===== src/design/pkmad_pkg.sv =====
// Shared types and constants of the per-key moving average deviation unit.
// No dependencies; imported by every module of the block.
package pkmad_pkg;

   localparam int DEFAULT_WINDOW      = 50;
   localparam int DEFAULT_NUM_SYMBOLS = 256;

   localparam int SYMBOL_W     = 8;
   localparam int PRICE_W      = 32;
   localparam int SAMPLE_W     = 6;
   localparam int TOTAL_OUT_W  = 38;
   localparam int THRESHOLD_W  = 16;
   localparam int REQ_DATA_W   = 40;
   localparam int RSP_DATA_W   = 88;
   localparam int CSR_ADDR_W   = 3;
   localparam int CSR_DATA_W   = 32;

   localparam logic [SAMPLE_W-1:0]    MIN_SAMPLES_RESET = 6'd10;
   localparam logic [THRESHOLD_W-1:0] THRESHOLD_RESET   = 16'd6554;

   // Register index, taken from paddr[2]
   localparam logic REG_MIN_SAMPLES = 1'b0;
   localparam logic REG_THRESHOLD   = 1'b1;

   // Item travelling down the judge stages
   typedef struct packed {
      logic                valid;
      logic                in_range;
      logic [SYMBOL_W-1:0] symbol;
      logic [PRICE_W-1:0]  price;
   } pkmad_item_type;

   // Finished result word
   typedef struct packed {
      logic                   valid;
      logic [SYMBOL_W-1:0]    symbol;
      logic [PRICE_W-1:0]     price;
      logic                   primed;
      logic                   alert;
      logic [SAMPLE_W-1:0]    sample_count;
      logic [TOTAL_OUT_W-1:0] window_total;
   } pkmad_rsp_type;

endpackage


===== src/design/pkmad_judge.sv =====
// Deviation judge: primed compare, products, then the threshold compare.
// Two pipeline stages moving on advance; uses pkmad_pkg.
module pkmad_judge import pkmad_pkg::*; #(
   parameter int CNT_W   = 6,
   parameter int TOTAL_W = 38
) (
   input  logic                   clock,
   input  logic                   reset,
   input  logic                   advance,
   input  pkmad_item_type         item_in,
   input  logic [CNT_W-1:0]       count_in,
   input  logic [TOTAL_W-1:0]     total_in,
   input  logic [SAMPLE_W-1:0]    min_samples,
   input  logic [THRESHOLD_W-1:0] threshold,
   output pkmad_rsp_type          result
);

   localparam int THR_W = TOTAL_W + THRESHOLD_W;
   localparam int CMP_W = (CNT_W > SAMPLE_W) ? CNT_W : SAMPLE_W;

   pkmad_item_type     s3_item_ff, s4_item_ff;
   logic [CNT_W-1:0]   s3_cnt_ff, s4_cnt_ff;
   logic [TOTAL_W-1:0] s3_total_ff, s4_total_ff;
   logic               s3_primed_ff, s4_primed_ff;
   logic [TOTAL_W-1:0] s4_pc_ff;
   logic [THR_W-1:0]   s4_thr_ff;
   logic               primed_in;
   logic [TOTAL_W-1:0] diff;
   logic               alert;

   assign primed_in = item_in.in_range && (CMP_W'(count_in) >= CMP_W'(min_samples));

   always_ff @(posedge clock) begin
      if (reset) begin
         s3_item_ff.valid <= 1'b0;
         s4_item_ff.valid <= 1'b0;
      end else if (advance) begin
         s3_item_ff.valid <= item_in.valid;
         s4_item_ff.valid <= s3_item_ff.valid;
      end

      if (advance) begin
         s3_item_ff.in_range <= item_in.in_range;
         s3_item_ff.symbol   <= item_in.symbol;
         s3_item_ff.price    <= item_in.price;
         s3_cnt_ff           <= count_in;
         s3_total_ff         <= total_in;
         s3_primed_ff        <= primed_in;

         s4_item_ff.in_range <= s3_item_ff.in_range;
         s4_item_ff.symbol   <= s3_item_ff.symbol;
         s4_item_ff.price    <= s3_item_ff.price;
         s4_cnt_ff           <= s3_cnt_ff;
         s4_total_ff         <= s3_total_ff;
         s4_primed_ff        <= s3_primed_ff;
         s4_pc_ff            <= TOTAL_W'(s3_item_ff.price) * TOTAL_W'(s3_cnt_ff);
         s4_thr_ff           <= THR_W'(threshold) * THR_W'(s3_total_ff);
      end
   end

   // |price*count - sum| * 2^16 > threshold * sum
   always_comb begin
      diff  = (s4_pc_ff >= s4_total_ff) ? (s4_pc_ff - s4_total_ff)
                                        : (s4_total_ff - s4_pc_ff);
      alert = s4_primed_ff && ({diff, {THRESHOLD_W{1'b0}}} > s4_thr_ff);
   end

   always_comb begin
      result.valid        = s4_item_ff.valid;
      result.symbol       = s4_item_ff.symbol;
      result.price        = s4_item_ff.price;
      result.primed       = s4_primed_ff;
      result.alert        = alert;
      result.sample_count = SAMPLE_W'(s4_cnt_ff);
      result.window_total = TOTAL_OUT_W'(s4_total_ff);
   end

endmodule


===== config.mk =====
export PLATFORM = sky130hd
export DESIGN_NAME = pkmad_judge
export DESIGN_NICKNAME = d
export VERILOG_FILES = /design/src/design/pkmad_pkg.sv /design/src/design/pkmad_judge.sv
export SDC_FILE = /design/constraint.sdc
export NUM_CORES = 2
export LEC_CHECK = 0
export BUFFER_PORTS_ARGS = -buffer_cell sky130_fd_sc_hd__buf_2
export CORE_MARGIN = 1.5
export CORE_UTILIZATION = 55
export CTS_CLUSTER_SIZE = 20
export DETAILED_ROUTE_END_ITERATION = 10
export PLACE_DENSITY = 0.79
export RECOVER_POWER = 25
export SKIP_CTS_REPAIR_TIMING = 1
export SLEW_MARGIN = 20
export SYNTH_ARGS = -nofsm -noshare
export SYNTH_HDL_FRONTEND = slang
export SYNTH_SLANG_ARGS = --single-unit

===== constraint.sdc =====
create_clock -name clock -period 15.9 [get_ports clock]
set_clock_uncertainty 0.05 [all_clocks]
set_input_delay 3.18 -clock clock [delete_from_list [all_inputs] [get_ports clock]]
set_output_delay 3.18 -clock clock [all_outputs]
set_load 0.005 [all_outputs]

== Word-level counts from Yosys, hierarchy flattened ==
Index checks and enable logic that the tools add are counted.

* Muxes and demuxes: 1
* Reduce and logical (&&, ||, !) cells: 2
* Magnitude comparators: 3
* Multiply operators: 2
* $add $sub $neg: 2

{| class="wikitable"
|+ Operator list
! operator !! number
|-
| subtractor 38 bit || 2
|-
| greater-than comparator 54 bit || 1
|-
| multiplier 16 x 38 -> 54 bit || 1
|-
| greater-or-equal comparator 38 bit || 1
|-
| multiplier 32 x 6 -> 38 bit || 1
|-
| 2-to-1 mux 38 bit || 1
|-
| greater-or-equal comparator 6 bit || 1
|-
| logical AND 1 bit || 2
|}

* Bits of input ports: 111
* Output and inout bits: 87
* Bits in registers: 264

== Depth between registers and ports, before layout ==
* Word-level depth: 4
* Mapped depth: 28

== Least setup slack after synthesis ==
OpenSTA, ideal clock, no wires.

* Kind: in2reg
* Start: input threshold[1]
* End: register s4_thr_ff[52] (data pin)
* Data arrival time: 9372 ps
* Stages: 26
* Data required time: 15588 ps
* Path slack: 6216 ps
* Path buffers: 3
* Library setup time: 262 ps
* Path through: clkbuf_1 -> clkbuf_1 -> nand2_1 -> fa_1 -> inv_1 -> fa_1 -> inv_1 -> fa_1 -> inv_1 -> fa_1 -> fa_1 -> inv_1 -> fa_1 -> inv_1 -> ha_1 -> clkbuf_1 -> a21oi_1 -> o21ai_0 -> a2111oi_2 -> a21o_2 -> o21ai_1 -> o31a_1 -> a311o_1 -> a311oi_1 -> o21bai_1 -> xor2_1

* Cells in the longest elaborated chain, start to end: 1

{| class="wikitable"
|+ RTL lines
! what !! line !! text
|-
| from (decl) || pkmad_judge.sv:14 || <nowiki>input logic [THRESHOLD_W-1:0] threshold,</nowiki>
|-
| multiplier 16 x 38 -> 54 bit || pkmad_judge.sv:57 || <nowiki>s4_thr_ff <= THR_W'(threshold) * THR_W'(s3_total_ff);</nowiki>
|-
| to (signal assigned) || pkmad_judge.sv:57 ||
|-
| to (decl) || pkmad_judge.sv:26 || <nowiki>logic [THR_W-1:0] s4_thr_ff;</nowiki>
|}

No other way between the ends.
A chain may end at the register's enable or synchronous reset.

==> results.tsv <==
metric	value	unit
status	complete, but fails checks	
violations	max-capacitance violations, max-slew violations	
seq_area_frac_synth	20.9	%
routed.top_layer	met4	
synth_most_common_cell	inv_1	
place_area	0.0394	mm2
critPathMaxFanout	34	
cts.path.max_buffers	3	
worstPathRequired	12.67	ns
drc	0	
grt_max_degree	130	
rsz0062_at_grt	no	
layout.cells.non_filler	4986	
worstPathArrival	7.24	ns
synthCells	4017	
slew_headroom	-6.38	%
grt_pass1_wl	150000	um
hold_class	flop to flop	
cp-end-kind	primary output	
synth_edf_count	262	
worst_pin_slew	1.60	ns
fmax	0.0955	GHz
grt_pass1_vias	29500	
drt_wl_total	90900	um
synth_cell_types	70	
dr_wl_met2	44500	um
drv_cap	5	
initial_core_util	55.9	%
clock_sinks	264	
fin_area	0.0402	mm2
num_vias	28000	
die_h	265	um
critPathSlowestCell	nor4_1	
wl_met1	36100	um
clk_pin_slew	0.07	ns
first_iter_violations	2081	
die_w	265	um
wl_met3	6480	um
syn_avg_cell_area	9.41	um2
ctsHtreeMaxLevel	1	
clk_latency	0.57	ns
drive_above_1_share	6.44	%
synth_common_cells	inv_1 (847), nand2_1 (671), fa_1 (625)	
period_needed	10.47	ns
antenna_found_initial	3	
ys_ff_latch	264	
area_growth	6.45	%
rows	95	
die_area	0.0703	mm2
ys.flop_type	edfxtp_1	
ys_warn_count	0	
synth-async-reset-ratio	0	%
grt_usage	26.8	%
numCtsBuffers	27	
critPathKind	flop to primary output	
num_io_pins	198	
finalSetupViolations	0	
core-area	0.0676	mm2
root_buffer	clkbuf_16	
synth_area_leaders	fa_1 (33%), edfxtp_1 (21%), ha_1 (9.6%)	
grt_overflow_total	0	
cpPeakStageDelay	0.77	ns
syn_nets	5044	
dp_cells	4936	
wl_per_cell	18.2	um
synth_top_area_share	33.1	%
setup_tns	0	ns
gp_congestion	0.931	
critPathLaunchType	flop	
synth_top_area_cell	fa_1	
cts_tree	done	
reg2reg_slack	8.03	ns
vias_per_cell	5.61	
timing.final.crit_share	65.9	%
synthesis.area	0.0378	mm2
final_max_slew_viol_count	170	
dpl_worst_slack	5.40	ns
nNetsFinal	5119	
diodes	0	
ant_nets	0	
hold_violations	0	
dp_hpwl	70200	um
path_cells	inv_1 > ha_1 > nand4_1 > or3_1 > nor4_1 > a21oi_1 > o21ai_0 > a21o_2 > buf_4 > mux2_2 > xnor2_1 > ha_1 > nand4_1 > nor4_1 > nand2_1 > a311oi_1 > nor2_1 > a21oi_1 > buf_2	
layout_setup_ws	5.43	ns
drtPass1Iterations	6	
io_buffers	197	
-- state kept, by name, summed over array words and instances (netlist names) --
| name | flops |
|---|---|
| s3_primed_ff | 1 |
| s3_total_ff | 38 |
| s4_total_ff | 38 |
| s4_cnt_ff | 6 |
| s4_thr_ff | 54 |
| s4_primed_ff | 1 |
| s3_cnt_ff | 6 |
| s4_pc_ff | 38 |
| result | 41 |
| s3_item_ff | 41 |
-- worst paths after layout --
kind	startpoint	endpoint	cells after the start
worst min register to register	s3_item_ff[37]	result[83]	0
worst max register to register	s3_total_ff[11]	s4_thr_ff[52]	23
worst max-delay path	s4_total_ff[8]	result[44]	19
worst min-delay path	s3_item_ff[37]	result[83]	0
-- cell usage in the layout (no fill, tap or decap), types with 32 or more instances in the layout --
cell	n
a21o_1	101
a21oi_1	198
and2_1	233
buf_2	195
edfxtp_1	262
fa_1	625
ha_1	291
inv_1	847
nand2_1	671
nand4_1	34
nor2_1	72
o21ai_0	83
o21bai_1	35
xnor2_1	85
xor2_1	32
-- metrics by stage --
step,hold WS (ns),utilization [%]
final,0.368,59.5
after global routing,0.371,59.5
after CTS,0.369,59.6
after detailed placement,0.355,58.2
after global placement,0.350,58.2
after floorplan,0.350,-
-- per-layer routing --
metal	GRT usage, %	vias up
li1	-	12600
met1	34.9	14000
met2	45.8	1077
met3	3.48	228
met4	10.4	0
met5	0	-
-- cells by family after synthesis --
kind of cell | after synthesis | synth area share [%]
mux | 17 | 0.464
simple gates | 1143 | 13.9
flops | 264 | 20.9
xor+xnor | 117 | 2.71
compound gates | 538 | 9.00
fa+ha+maj | 916 | 42.7
buf+inv | 1022 | 10.2
-- critical path: cells and delay by family, from the launching register on --
| kind | cells | cell delay, ns |
|---|---|---|
| XOR/XNOR | 1 | 0.14 |
| flip-flops | 1 | 0.45 |
| adder cells (fa/ha/maj) | 2 | 0.77 |
| AND/OR/NAND/NOR | 7 | 2.65 |
| AO/OA/AOI/OAI | 5 | 1.52 |
| buffers and inverters | 3 | 0.74 |
| multiplexers | 1 | 0.39 |
-- cell type report --
| type | count | area [um2] |
|---|---|---|
| fillers | 5704 | 27400 |
| multi-input cells | 2731 | 26000 |
| flip-flops and latches | 264 | 7910 |
| inverters | 847 | 3180 |
| repair buffers | 221 | 1100 |
| well taps | 873 | 1090 |
| clock buffers | 31 | 691 |
| clock inverters | 19 | 233 |
Power is not shown: default switching activity piles up to over one toggle a cycle in this logic, so the estimate is an artifact.
